File: src/hdl/las_pkg.sv
// ----------------------------------------------------------------------------
// las_pkg: shared constants for the diode animation sequencer
// Holds command, pattern, end-action and register codes, fixed-point
// constants and parameter defaults used by the sequencer and its divider.
// ----------------------------------------------------------------------------
package las_pkg;

  // Parameter defaults
  localparam int DiodesDef      = 8;
  localparam int LevelsDef      = 128;
  localparam int MinDurationDef = 100;
  localparam int MaxDurationDef = 60000;

  // Field widths
  localparam int ProgW   = 17;  // Q1.16 progress
  localparam int DtW     = 16;  // elapsed ms, also duration width
  localparam int QuoW    = 32;  // quotient of (dt << 16) / duration
  localparam int PhaseW  = 32;  // Q32 golden-ratio phase
  localparam int CntW    = 5;   // holds 0 .. ResultCap
  localparam int IdxOutW = 3;
  localparam int LvlOutW = 7;

  localparam int DivSteps  = QuoW;
  localparam int ResultCap = 16;

  localparam logic [ProgW-1:0]  OneQ16  = 17'h10000;
  localparam logic [ProgW-1:0]  HalfQ16 = 17'h08000;
  localparam logic [PhaseW-1:0] PhiQ32  = 32'h9E37_79B9;

  localparam int ToggleLow  = 4;
  localparam int ToggleHigh = 5;

  // Command codes
  localparam logic [1:0] ModeTick  = 2'd0;
  localparam logic [1:0] ModeStart = 2'd1;
  localparam logic [1:0] ModeStop  = 2'd2;

  // Pattern codes
  localparam logic [1:0] SelDecay  = 2'd0;
  localparam logic [1:0] SelSweep  = 2'd1;
  localparam logic [1:0] SelToggle = 2'd2;
  localparam logic [1:0] SelBad    = 2'd3;

  // End-action codes
  localparam logic [1:0] EndLoop = 2'd0;
  localparam logic [1:0] EndHold = 2'd1;
  localparam logic [1:0] EndOff  = 2'd2;
  localparam logic [1:0] EndBad  = 2'd3;

  // Register indexes
  localparam logic [1:0] CfgSelect    = 2'd0;
  localparam logic [1:0] CfgDuration  = 2'd1;
  localparam logic [1:0] CfgEndAction = 2'd2;

endpackage

File: src/hdl/las_div.sv
// ----------------------------------------------------------------------------
// las_div: iterative restoring divider
// Divides (dt << 16) by a 16-bit divisor, one quotient bit per cycle.
// ----------------------------------------------------------------------------
module las_div (
  input  logic                         clk_i,
  input  logic                         rst_ni,
  input  logic                         start_i,
  input  logic [las_pkg::DtW-1:0]      dt_i,
  input  logic [las_pkg::DtW-1:0]      divisor_i,
  output logic                         done_o,
  output logic [las_pkg::QuoW-1:0]     quotient_o
);

  logic                         busy_q, busy_d;
  logic                         done_q, done_d;
  logic [las_pkg::CntW-1:0]     cnt_q, cnt_d;
  logic [las_pkg::DtW-1:0]      rem_q, rem_d;
  logic [las_pkg::QuoW-1:0]     quo_q, quo_d;
  logic [las_pkg::DtW:0]        trial;
  logic                         fits;

  // One restoring step: shift in the next dividend bit, subtract if it fits
  assign trial = {rem_q, quo_q[las_pkg::QuoW-1]};
  assign fits  = trial >= {1'b0, divisor_i};

  always_comb begin
    busy_d = busy_q;
    done_d = 1'b0;
    cnt_d  = cnt_q;
    rem_d  = rem_q;
    quo_d  = quo_q;
    if (start_i) begin
      busy_d = 1'b1;
      cnt_d  = '0;
      rem_d  = '0;
      quo_d  = {dt_i, {(las_pkg::QuoW - las_pkg::DtW){1'b0}}};
    end else if (busy_q) begin
      rem_d = fits ? las_pkg::DtW'(trial - {1'b0, divisor_i})
                   : trial[las_pkg::DtW-1:0];
      quo_d = {quo_q[las_pkg::QuoW-2:0], fits};
      cnt_d = cnt_q + 1'b1;
      if (cnt_q == las_pkg::CntW'(las_pkg::DivSteps - 1)) begin
        busy_d = 1'b0;
        done_d = 1'b1;
      end
    end
  end

  always_ff @(posedge clk_i or negedge rst_ni) begin
    if (!rst_ni) begin
      busy_q <= 1'b0;
      done_q <= 1'b0;
      cnt_q  <= '0;
    end else begin
      busy_q <= busy_d;
      done_q <= done_d;
      cnt_q  <= cnt_d;
    end
  end

  always_ff @(posedge clk_i) begin
    rem_q <= rem_d;
    quo_q <= quo_d;
  end

  assign done_o     = done_q;
  assign quotient_o = quo_q;

endmodule

File: src/hdl/led_array_animation_sequencer.sv
// ----------------------------------------------------------------------------
// led_array_animation_sequencer: brightness frames for a row of diodes
// Start, stop and tick commands drive a Q1.16 progress value; each tick while
// playing emits a frame of the selected pattern, one word per diode.
// ----------------------------------------------------------------------------
// Usage:
//   Input channel (in_valid_i / in_stall_o) takes one command word: mode_i
//   and dt_ms_i. Output channel (out_valid_o / out_stall_i) gives one word
//   per diode: diode_index_o, brightness_o, frame_last_o. frame_last_o marks
//   the final word caused by a command. A command that causes no words
//   (start, tick while idle, unused mode) is done in its accept cycle.
//   Configuration writes (cfg_valid_i / cfg_ready_o, always ready) set the
//   pattern, duration and end action; write them only while idle.
//   Sequence: a tick starts the divider, one quotient bit a cycle; the
//   sequencer then waits for the divide to finish (StDiv), advances
//   progress (StAdv) and loads the output register (StFrame). Words then
//   follow one per cycle while the output is not stalled, up to 16 per
//   command (a frame, or a frame plus an end frame). A stop goes straight
//   to StFrame and loads its first word from there. A new command is
//   taken only once the last word of the previous one is loaded.
//   Stall: a stalled output word holds; the sequencer pauses behind it.
//   Reset: progress goes to 1.0, playback stops, registers take defaults.
// ----------------------------------------------------------------------------
module led_array_animation_sequencer #(
  parameter int DIODES          = las_pkg::DiodesDef,
  parameter int LEVELS          = las_pkg::LevelsDef,
  parameter int MIN_DURATION_MS = las_pkg::MinDurationDef,
  parameter int MAX_DURATION_MS = las_pkg::MaxDurationDef
) (
  input  logic                            clk_i,
  input  logic                            rst_ni,
  // command channel
  input  logic                            in_valid_i,
  output logic                            in_stall_o,
  input  logic [1:0]                      mode_i,
  input  logic [las_pkg::DtW-1:0]         dt_ms_i,
  // frame channel
  output logic                            out_valid_o,
  input  logic                            out_stall_i,
  output logic [las_pkg::IdxOutW-1:0]     diode_index_o,
  output logic [las_pkg::LvlOutW-1:0]     brightness_o,
  output logic                            frame_last_o,
  // configuration channel
  input  logic                            cfg_valid_i,
  output logic                            cfg_ready_o,
  input  logic [1:0]                      cfg_index_i,
  input  logic [las_pkg::DtW-1:0]         cfg_data_i
);

  localparam int IdxW = $clog2(DIODES);

  localparam logic [1:0] StIdle  = 2'd0;
  localparam logic [1:0] StDiv   = 2'd1;
  localparam logic [1:0] StAdv   = 2'd2;
  localparam logic [1:0] StFrame = 2'd3;

  localparam logic [las_pkg::LvlOutW-1:0] TopLvl = las_pkg::LvlOutW'(LEVELS - 1);
  localparam logic [IdxW-1:0]             LastIdx = IdxW'(DIODES - 1);

  // Configuration registers
  logic [1:0]                  sel_q;
  logic [las_pkg::DtW-1:0]     dur_q;
  logic [1:0]                  end_q;

  // Animation state
  logic [1:0]                  state_q, state_d;
  logic [las_pkg::ProgW-1:0]   progress_q, progress_d;
  logic                        playing_q, playing_d;

  // Frame walker
  logic [las_pkg::ProgW-1:0]   frame_p_q, frame_p_d;
  logic [las_pkg::PhaseW-1:0]  phase_q, phase_d;
  logic [IdxW-1:0]             idx_q, idx_d;
  logic [las_pkg::CntW-1:0]    cnt_q, cnt_d;
  logic                        off_q, off_d;
  logic                        more_q, more_d;
  logic                        more_off_q, more_off_d;

  // Output register
  logic                        out_valid_q, out_valid_d;
  logic [las_pkg::IdxOutW-1:0] out_idx_q, out_idx_d;
  logic [las_pkg::LvlOutW-1:0] out_lvl_q, out_lvl_d;
  logic                        out_last_q, out_last_d;

  // Divider hookup
  logic                        div_start;
  logic                        div_done;
  logic [las_pkg::QuoW-1:0]    div_quo;
  logic [las_pkg::DtW-1:0]     dur_eff;

  logic                        in_acc;
  logic                        out_free;
  logic                        load;
  logic                        word_last;

  logic [las_pkg::QuoW:0]      sum;
  logic                        finished;
  logic [las_pkg::ProgW-1:0]   adv_p;

  // Pattern datapath
  logic [las_pkg::PhaseW+1:0]  decay_t;
  logic [las_pkg::PhaseW:0]    decay_diff;
  logic [las_pkg::PhaseW+8:0]  decay_prod;
  logic [8:0]                  decay_v;
  logic [8:0]                  decay_lvl;
  logic [las_pkg::ProgW+5:0]   sweep_prod;
  logic [6:0]                  sweep_pos;
  logic [las_pkg::LvlOutW-1:0] pat_lvl;

  assign cfg_ready_o = 1'b1;

  always_ff @(posedge clk_i or negedge rst_ni) begin
    if (!rst_ni) begin
      sel_q <= las_pkg::SelDecay;
      dur_q <= las_pkg::DtW'(1000);
      end_q <= las_pkg::EndLoop;
    end else if (cfg_valid_i) begin
      unique case (cfg_index_i)
        las_pkg::CfgSelect:    sel_q <= cfg_data_i[1:0];
        las_pkg::CfgDuration:  dur_q <= cfg_data_i;
        las_pkg::CfgEndAction: end_q <= cfg_data_i[1:0];
        default: ;
      endcase
    end
  end

  // Clamp duration to its bounds, low bound first
  always_comb begin
    priority if (dur_q < las_pkg::DtW'(MIN_DURATION_MS)) begin
      dur_eff = las_pkg::DtW'(MIN_DURATION_MS);
    end else if (dur_q > las_pkg::DtW'(MAX_DURATION_MS)) begin
      dur_eff = las_pkg::DtW'(MAX_DURATION_MS);
    end else begin
      dur_eff = dur_q;
    end
  end

  las_div u_div (
    .clk_i      (clk_i),
    .rst_ni     (rst_ni),
    .start_i    (div_start),
    .dt_i       (dt_ms_i),
    .divisor_i  (dur_eff),
    .done_o     (div_done),
    .quotient_o (div_quo)
  );

  // Golden decay: t = 3 * phase; level = floor((1 - t) * LEVELS) - 1, floored at 0
  assign decay_t    = {2'b00, phase_q} + {1'b0, phase_q, 1'b0};
  assign decay_diff = {1'b1, {las_pkg::PhaseW{1'b0}}} - {1'b0, decay_t[las_pkg::PhaseW-1:0]};
  assign decay_prod = (las_pkg::PhaseW+9)'(decay_diff) * (las_pkg::PhaseW+9)'(LEVELS);
  assign decay_v    = decay_prod[las_pkg::PhaseW+8:las_pkg::PhaseW];
  assign decay_lvl  = (decay_t[las_pkg::PhaseW+1:las_pkg::PhaseW] != 2'b00 || decay_v == 9'd0)
                      ? 9'd0 : decay_v - 9'd1;

  // Sweep: lit position is floor(p * DIODES), past the row at p = 1.0
  assign sweep_prod = (las_pkg::ProgW+6)'(frame_p_q) * (las_pkg::ProgW+6)'(DIODES);
  assign sweep_pos  = sweep_prod[las_pkg::ProgW+5:16];

  always_comb begin
    unique case (sel_q)
      las_pkg::SelDecay:  pat_lvl = decay_lvl[las_pkg::LvlOutW-1:0];
      las_pkg::SelSweep:  pat_lvl = (sweep_pos == 7'(idx_q)) ? TopLvl : '0;
      las_pkg::SelToggle: begin
        if (idx_q == IdxW'(las_pkg::ToggleLow) && frame_p_q < las_pkg::HalfQ16) begin
          pat_lvl = TopLvl;
        end else if (idx_q == IdxW'(las_pkg::ToggleHigh) && frame_p_q >= las_pkg::HalfQ16) begin
          pat_lvl = TopLvl;
        end else begin
          pat_lvl = '0;
        end
      end
      default:            pat_lvl = '0;
    endcase
  end

  // Advance progress by the quotient, clamp to 1.0
  assign sum      = {{las_pkg::QuoW-las_pkg::ProgW+1{1'b0}}, progress_q} + {1'b0, div_quo};
  assign finished = sum >= (las_pkg::QuoW+1)'(las_pkg::OneQ16);
  assign adv_p    = finished ? las_pkg::OneQ16 : sum[las_pkg::ProgW-1:0];

  assign in_acc    = in_valid_i && !in_stall_o;
  assign out_free  = !out_valid_q || !out_stall_i;
  assign load      = (state_q == StFrame) && out_free;
  // The last word: hit the cap, or end of a frame with nothing to follow
  assign word_last = (cnt_q == las_pkg::CntW'(las_pkg::ResultCap - 1)) ||
                     (idx_q == LastIdx && !more_q);

  always_comb begin
    state_d    = state_q;
    progress_d = progress_q;
    playing_d  = playing_q;
    frame_p_d  = frame_p_q;
    phase_d    = phase_q;
    idx_d      = idx_q;
    cnt_d      = cnt_q;
    off_d      = off_q;
    more_d     = more_q;
    more_off_d = more_off_q;
    div_start  = 1'b0;
    out_idx_d  = out_idx_q;
    out_lvl_d  = out_lvl_q;
    out_last_d = out_last_q;
    out_valid_d = out_valid_q && out_stall_i;

    unique case (state_q)
      StIdle: begin
        if (in_acc) begin
          idx_d  = '0;
          cnt_d  = '0;
          more_d = 1'b0;
          unique case (mode_i)
            las_pkg::ModeStart: begin
              if (sel_q != las_pkg::SelBad && end_q != las_pkg::EndBad) begin
                progress_d = '0;
                playing_d  = 1'b1;
              end
            end
            las_pkg::ModeStop: begin
              progress_d = las_pkg::OneQ16;
              playing_d  = 1'b0;
              frame_p_d  = las_pkg::OneQ16;
              phase_d    = '0;
              off_d      = (end_q == las_pkg::EndOff);
              if (end_q == las_pkg::EndHold || end_q == las_pkg::EndOff) begin
                state_d = StFrame;
              end
            end
            las_pkg::ModeTick: begin
              if (playing_q) begin
                div_start = 1'b1;
                state_d   = StDiv;
              end
            end
            default: ;
          endcase
        end
      end
      StDiv: begin
        if (div_done) begin
          state_d = StAdv;
        end
      end
      StAdv: begin
        frame_p_d = adv_p;
        phase_d   = {adv_p[15:0], 16'h0000};
        off_d     = 1'b0;
        state_d   = StFrame;
        if (!finished) begin
          progress_d = adv_p;
        end else if (end_q == las_pkg::EndLoop) begin
          progress_d = '0;
        end else begin
          // Stop at the end; hold or blank with a second frame
          progress_d = las_pkg::OneQ16;
          playing_d  = 1'b0;
          more_d     = (end_q == las_pkg::EndHold || end_q == las_pkg::EndOff);
          more_off_d = (end_q == las_pkg::EndOff);
        end
      end
      StFrame: begin
        if (load) begin
          out_valid_d = 1'b1;
          out_idx_d   = idx_q[las_pkg::IdxOutW-1:0];
          out_lvl_d   = off_q ? '0 : pat_lvl;
          out_last_d  = word_last;
          cnt_d       = cnt_q + 1'b1;
          idx_d       = idx_q + 1'b1;
          phase_d     = phase_q + las_pkg::PhiQ32;
          if (word_last) begin
            state_d = StIdle;
          end else if (idx_q == LastIdx) begin
            // Start the end frame at progress 1.0
            idx_d     = '0;
            more_d    = 1'b0;
            off_d     = more_off_q;
            frame_p_d = las_pkg::OneQ16;
            phase_d   = '0;
          end
        end
      end
      default: state_d = StIdle;
    endcase
  end

  always_ff @(posedge clk_i or negedge rst_ni) begin
    if (!rst_ni) begin
      state_q     <= StIdle;
      progress_q  <= las_pkg::OneQ16;
      playing_q   <= 1'b0;
      idx_q       <= '0;
      cnt_q       <= '0;
      more_q      <= 1'b0;
      out_valid_q <= 1'b0;
    end else begin
      state_q     <= state_d;
      progress_q  <= progress_d;
      playing_q   <= playing_d;
      idx_q       <= idx_d;
      cnt_q       <= cnt_d;
      more_q      <= more_d;
      out_valid_q <= out_valid_d;
    end
  end

  always_ff @(posedge clk_i) begin
    frame_p_q  <= frame_p_d;
    phase_q    <= phase_d;
    off_q      <= off_d;
    more_off_q <= more_off_d;
    out_idx_q  <= out_idx_d;
    out_lvl_q  <= out_lvl_d;
    out_last_q <= out_last_d;
  end

  assign in_stall_o    = (state_q != StIdle);
  assign out_valid_o   = out_valid_q;
  assign diode_index_o = out_idx_q;
  assign brightness_o  = out_lvl_q;
  assign frame_last_o  = out_last_q;

`ifndef SYNTH
  a_play_below_one: assert property (@(posedge clk_i) disable iff (!rst_ni)
    playing_q |-> progress_q < las_pkg::OneQ16)
    else $error("progress reached 1.0 while playing");

  a_idle_at_one: assert property (@(posedge clk_i) disable iff (!rst_ni)
    !playing_q |-> progress_q == las_pkg::OneQ16)
    else $error("stopped with progress below 1.0");

  a_cap: assert property (@(posedge clk_i) disable iff (!rst_ni)
    cnt_q <= las_pkg::CntW'(las_pkg::ResultCap))
    else $error("word count past cap");

  a_last_ends: assert property (@(posedge clk_i) disable iff (!rst_ni)
    (load && word_last) |=> state_q == StIdle)
    else $error("sequencer busy after last word");

  a_div_owned: assert property (@(posedge clk_i) disable iff (!rst_ni)
    div_done |-> state_q == StDiv)
    else $error("divider finished outside divide phase");
`endif

endmodule
File: config.mk
export PLATFORM = sky130hd
export DESIGN_NAME = led_array_animation_sequencer
export DESIGN_NICKNAME = d
export VERILOG_FILES = /design/src/hdl/las_pkg.sv /design/src/hdl/las_div.sv /design/src/hdl/led_array_animation_sequencer.sv
export SDC_FILE = /design/constraint.sdc
export NUM_CORES = 1
export LEC_CHECK = 0
export ABC_AREA = 1
export BUFFER_PORTS_ARGS = -buffer_cell sky130_fd_sc_hd__buf_2
export CORE_ASPECT_RATIO = 1.5
export CORE_MARGIN = 8
export CORE_UTILIZATION = 60
export CTS_CLUSTER_SIZE = 8
export DETAILED_ROUTE_END_ITERATION = 8
export PLACE_DENSITY = 0.78
export SLEW_MARGIN = 20
export SYNTH_ARGS = -nofsm -noshare
export SYNTH_HDL_FRONTEND = slang
export SYNTH_SLANG_ARGS = --single-unit
File: constraint.sdc
create_clock -name clk_i -period 7.47 [get_ports clk_i]
set_clock_uncertainty 0.2 [all_clocks]
set_input_delay 0.747 -clock clk_i [delete_from_list [all_inputs] [get_ports clk_i]]
set_output_delay 0.747 -clock clk_i [all_outputs]
set_load 0.005 [all_outputs]
==> reports/metrics.sh <==
FINAL_COMMON_CELL='nand2_1'
ASYNC_RESET_FF_SHARE_PCT=37.01
START_KIND='flip-flop'
DP_CELLS=2247
LARGEST_NET_DEGREE_AT_THE_START_OF_GLOBAL_ROUTING=58
CTS_MAX_LEVEL=4
YOSYS-MUX-AREA-FRACTION_PCT=0.5073
SYN-MEAN-INSTANCE-AREA_UM2=6.868
DRT-INITIAL-DRC-COUNT=654
CRIT_PATH_FREQUENT_CELL='nand2_1'
CRITICAL_PATH_ARRIVAL_PS=5070
IO-PIN-COUNT=55
DETAILED_PLACE.AREA_MM2=0.01387
SYNTH_XOR_XNOR_AREA_SHARE_PCT=3.025
CTS_SINKS=154
CTSHOLDBUFFERS=0
CLK_LATENCY_PS=430
TRANSITION_TIME_AT_THE_PIN_WITH_THE_LEAST_SLEW_MARGIN_PS=997.2
YS.FLOP_TYPE='edfxtp_1'
DRIVE_ABOVE_1_SHARE_PCT=11.38
GLOBAL_ROUTE.USAGE.TOTAL_PCT=26.97
CRITICAL_PATH.MAX_FANOUT=18
CAP_VIOLATIONS=0
POSTSYNTHREGISTERBITS=154
AREAGROWTHSYNTHTOFINISH_PCT=8.709
FINAL_SETUP_TNS_PS=0
SYNTHESIS.YOSYS.WARNINGS=0
SYNTH_NETS=2100
DETAILED_PLACE_HPWL_MM=29.13
GRT_SETUP_UNREPAIRED='no'
KIND_OF_CELL_ADDING_THE_MOST_DELAY_TO_THE_CRITICAL_PATH='simple AND/OR/NAND/NOR gates'
MIN-DELAY-PATH-CLASS='input port to async pin'
TIMING_HOLD_VIOLATIONS_FINAL=0
TIMING_MAX_TRANSITION_VIOLATIONS_FINAL=0
PWR_DENS_mW_PER_MM2=511.3
CTS.REPAIR.RESIZED=0
DRCVIOLATIONCOUNT=0
PERIOD_SHARE_PCT=66.21
POSTSYNTHCELLCOUNT=1939
CP_NUM_BUF_INV=5
IR_WORST_VDD_mV=0.2380
CORE-AREA_MM2=0.02205
ANT_NETS=0
FINALWORSTPATHREQUIREDPERIOD_PS=4946
FINAL_CORE_UTIL_PCT=65.67
ROWS=67
STATIC-LEAKAGE-POWER_nW=7.364
GRT_ANTENNA_BEFORE_REPAIR=0
ACHIEVABLE-FREQUENCY_MHz=202.2
OUTCOME='complete, no violations'
SYNTH_SIMPLE_GATE_AREA_SHARE_PCT=32.60
LAYOUT.CELL_AREA.NON_FILLER_MM2=0.01448
CRIT_PATH_END_KIND='flip-flop'
MOSTFREQUENTLAYOUTCELLS='nand2_1 (554), inv_1 (270), nor2_1 (152)'
NUMCTSBUFFERS=17
SETUP_VIOL=0
NUMPORTBUFFERS=53
CRITICAL_PATH_CLASS='flip-flop to flip-flop'
WORST_HOLD_SLACK_PS=265.6
START_UTIL_PCT=60.41
FIRST_GLOBAL_VIAS=12596
SYNTH_CELL_TYPES=55
CTS.REPAIR_TIMING.SETUP_BUFFER_COUNT=0
TRITONCTS='yes'
SYNTH_ADDER_AREA_SHARE_PCT=11.44
CRIT_REQUIRED_PS=7600
DETAILEDROUTE.FIRSTPASSITERATIONCOUNT=7
GR-TOTAL-OVERFLOW=0
CTS.PATH.MAX_BUFFERS=2
DIE_Y_UM=198.5
AVGROUTEDWIREPERCELL_UM=16.00
SYNTH_TOP_FAMILY_BY_AREA='simple AND/OR/NAND/NOR gates'
FINAL-INSTANCE-COUNT-EXCL-FILL=2279
TIGHTEST_SLEW_MARGIN_RELATIVE_TO_THE_LIMIT_PCT=32.90
DIE_AREA_MM2=0.02732
SEQ_AREA_FRAC_SYNTH_PCT=30.24
SYNTH-EDFF-COUNT=65
ROUTED-VIA-COUNT=12787
NETLIST_AREA_MM2=0.01332
ROUTED_VIA_DENSITY=5.611
GP_CONGESTION=0.9753
CP_SLOWEST_CELL='dfrtp_1'
CTS_ROOT_BUF='clkbuf_16'
NNETSFINAL=2151
WL_MM=36.45
SYNTHESIZED_AREA_FRACTION_OCCUPIED_BY_AO_OA_AOI_AND_OAI_CELLS_PCT=12.78
MAX_STAGE_DELAY_PS=360
WORST_SETUP_HOLD_PATH_CLK_SLEW_PS=60
ANTENNA_CELLS_INSERTED=0
DIE_EXTENT_IN_X_UM=137.6
GRT_FIRST_PASS_WIRELENGTH_MM=58.48
where the power goes:
group	total [W]	internal (W)	switching [W]
Clock	0.000885	0.000524	0.000361
Sequential	0.00163	0.00131	0.000323
Combinational	0.00488	0.00155	0.00333
Total	0.00740	0.00339	0.00401
metal layers:
layer	up-vias	global-route usage (%)	part of all wire [%]
met5	-	0	0
met4	0	18.34	6.4
met3	129	3.160	2.7
met2	314	52.12	55
met1	5916	25.43	36
li1	6428	-	-
through the flow:
stage	setup WS [ps]	power, W
after floorplan	3402	0.005226
after global routing	2033	0.008063
final	2524	0.007402
after global placement	2788	0.006345
after detailed placement	2680	0.006444
after CTS	2653	0.007356
synth_stat cells, types with 17 or more instances:
| cell type | n | share of area [%] |
|---|---|---|
| xnor2_1 | 17 | 1.1 |
| inv_2 | 28 | 0.79 |
| o21ai_0 | 87 | 3.3 |
| ha_1 | 117 | 11 |
| nor3_1 | 29 | 1.1 |
| dfrtp_1 | 50 | 9.4 |
| nand4_1 | 50 | 2.3 |
| a21oi_1 | 110 | 4.1 |
| inv_1 | 270 | 7.6 |
| a22oi_1 | 18 | 1.0 |
| clkbuf_1 | 19 | 0.54 |
| xor2_1 | 29 | 1.9 |
| nor2_1 | 152 | 4.3 |
| nand3_1 | 101 | 3.8 |
| nand2_1 | 554 | 16 |
| nand2_2 | 41 | 1.9 |
| dfxtp_1 | 32 | 4.8 |
| nor2_2 | 23 | 1.1 |
| edfxtp_1 | 65 | 15 |
registers in the layout, summed over array words and instances, names as in the netlist:
register / cells
brightness_o: 7
cnt_q: 5
diode_index_o: 3
dur_q: 16
end_q: 2
frame_last_o: 1
frame_p_q: 4
idx_q: 3
more_off_q: 1
more_q: 1
off_q: 1
out_valid_o: 1
phase_q: 32
playing_q: 1
progress_q: 17
sel_q: 2
state_q: 2
u_div.busy_q: 1
u_div.cnt_q: 5
u_div.done_o: 1
u_div.quotient_o: 32
u_div.rem_q: 16
area by class of cell:
class                   count  area (µm²)
clock buffers              25       560.5
clock inverters             7       48.80
fillers                  2029        7570
inverters                 301        1130
multi-input cells        1457        8055
flip-flops and latches    154        4028
well taps                 276       345.3
repair buffers             59       310.3
kinds of logic after synthesis:
logic type,Yosys count
simple gates,991
buf+inv,328
compound gates,293
flops,154
fa+ha+maj,120
xor+xnor,46
mux,6
other cells,1
path summary, 6_finish.rpt:
kind | from | end | slack [ps] | depth (start not counted)
setup / recovery | dur_q[14] | u_div.rem_q[11] | 2520 | 25
hold / removal | rst_ni | cnt_q[2] | 270 | 2
setup reg to reg | dur_q[14] | u_div.rem_q[11] | 2520 | 25
hold reg to reg | more_q | more_q | 280 | 2
max in group asynchronous | rst_ni | progress_q[4] | 6280 | 2
min in group clk_i | more_q | more_q | 280 | 2
(Power assumes the default switching activity.)
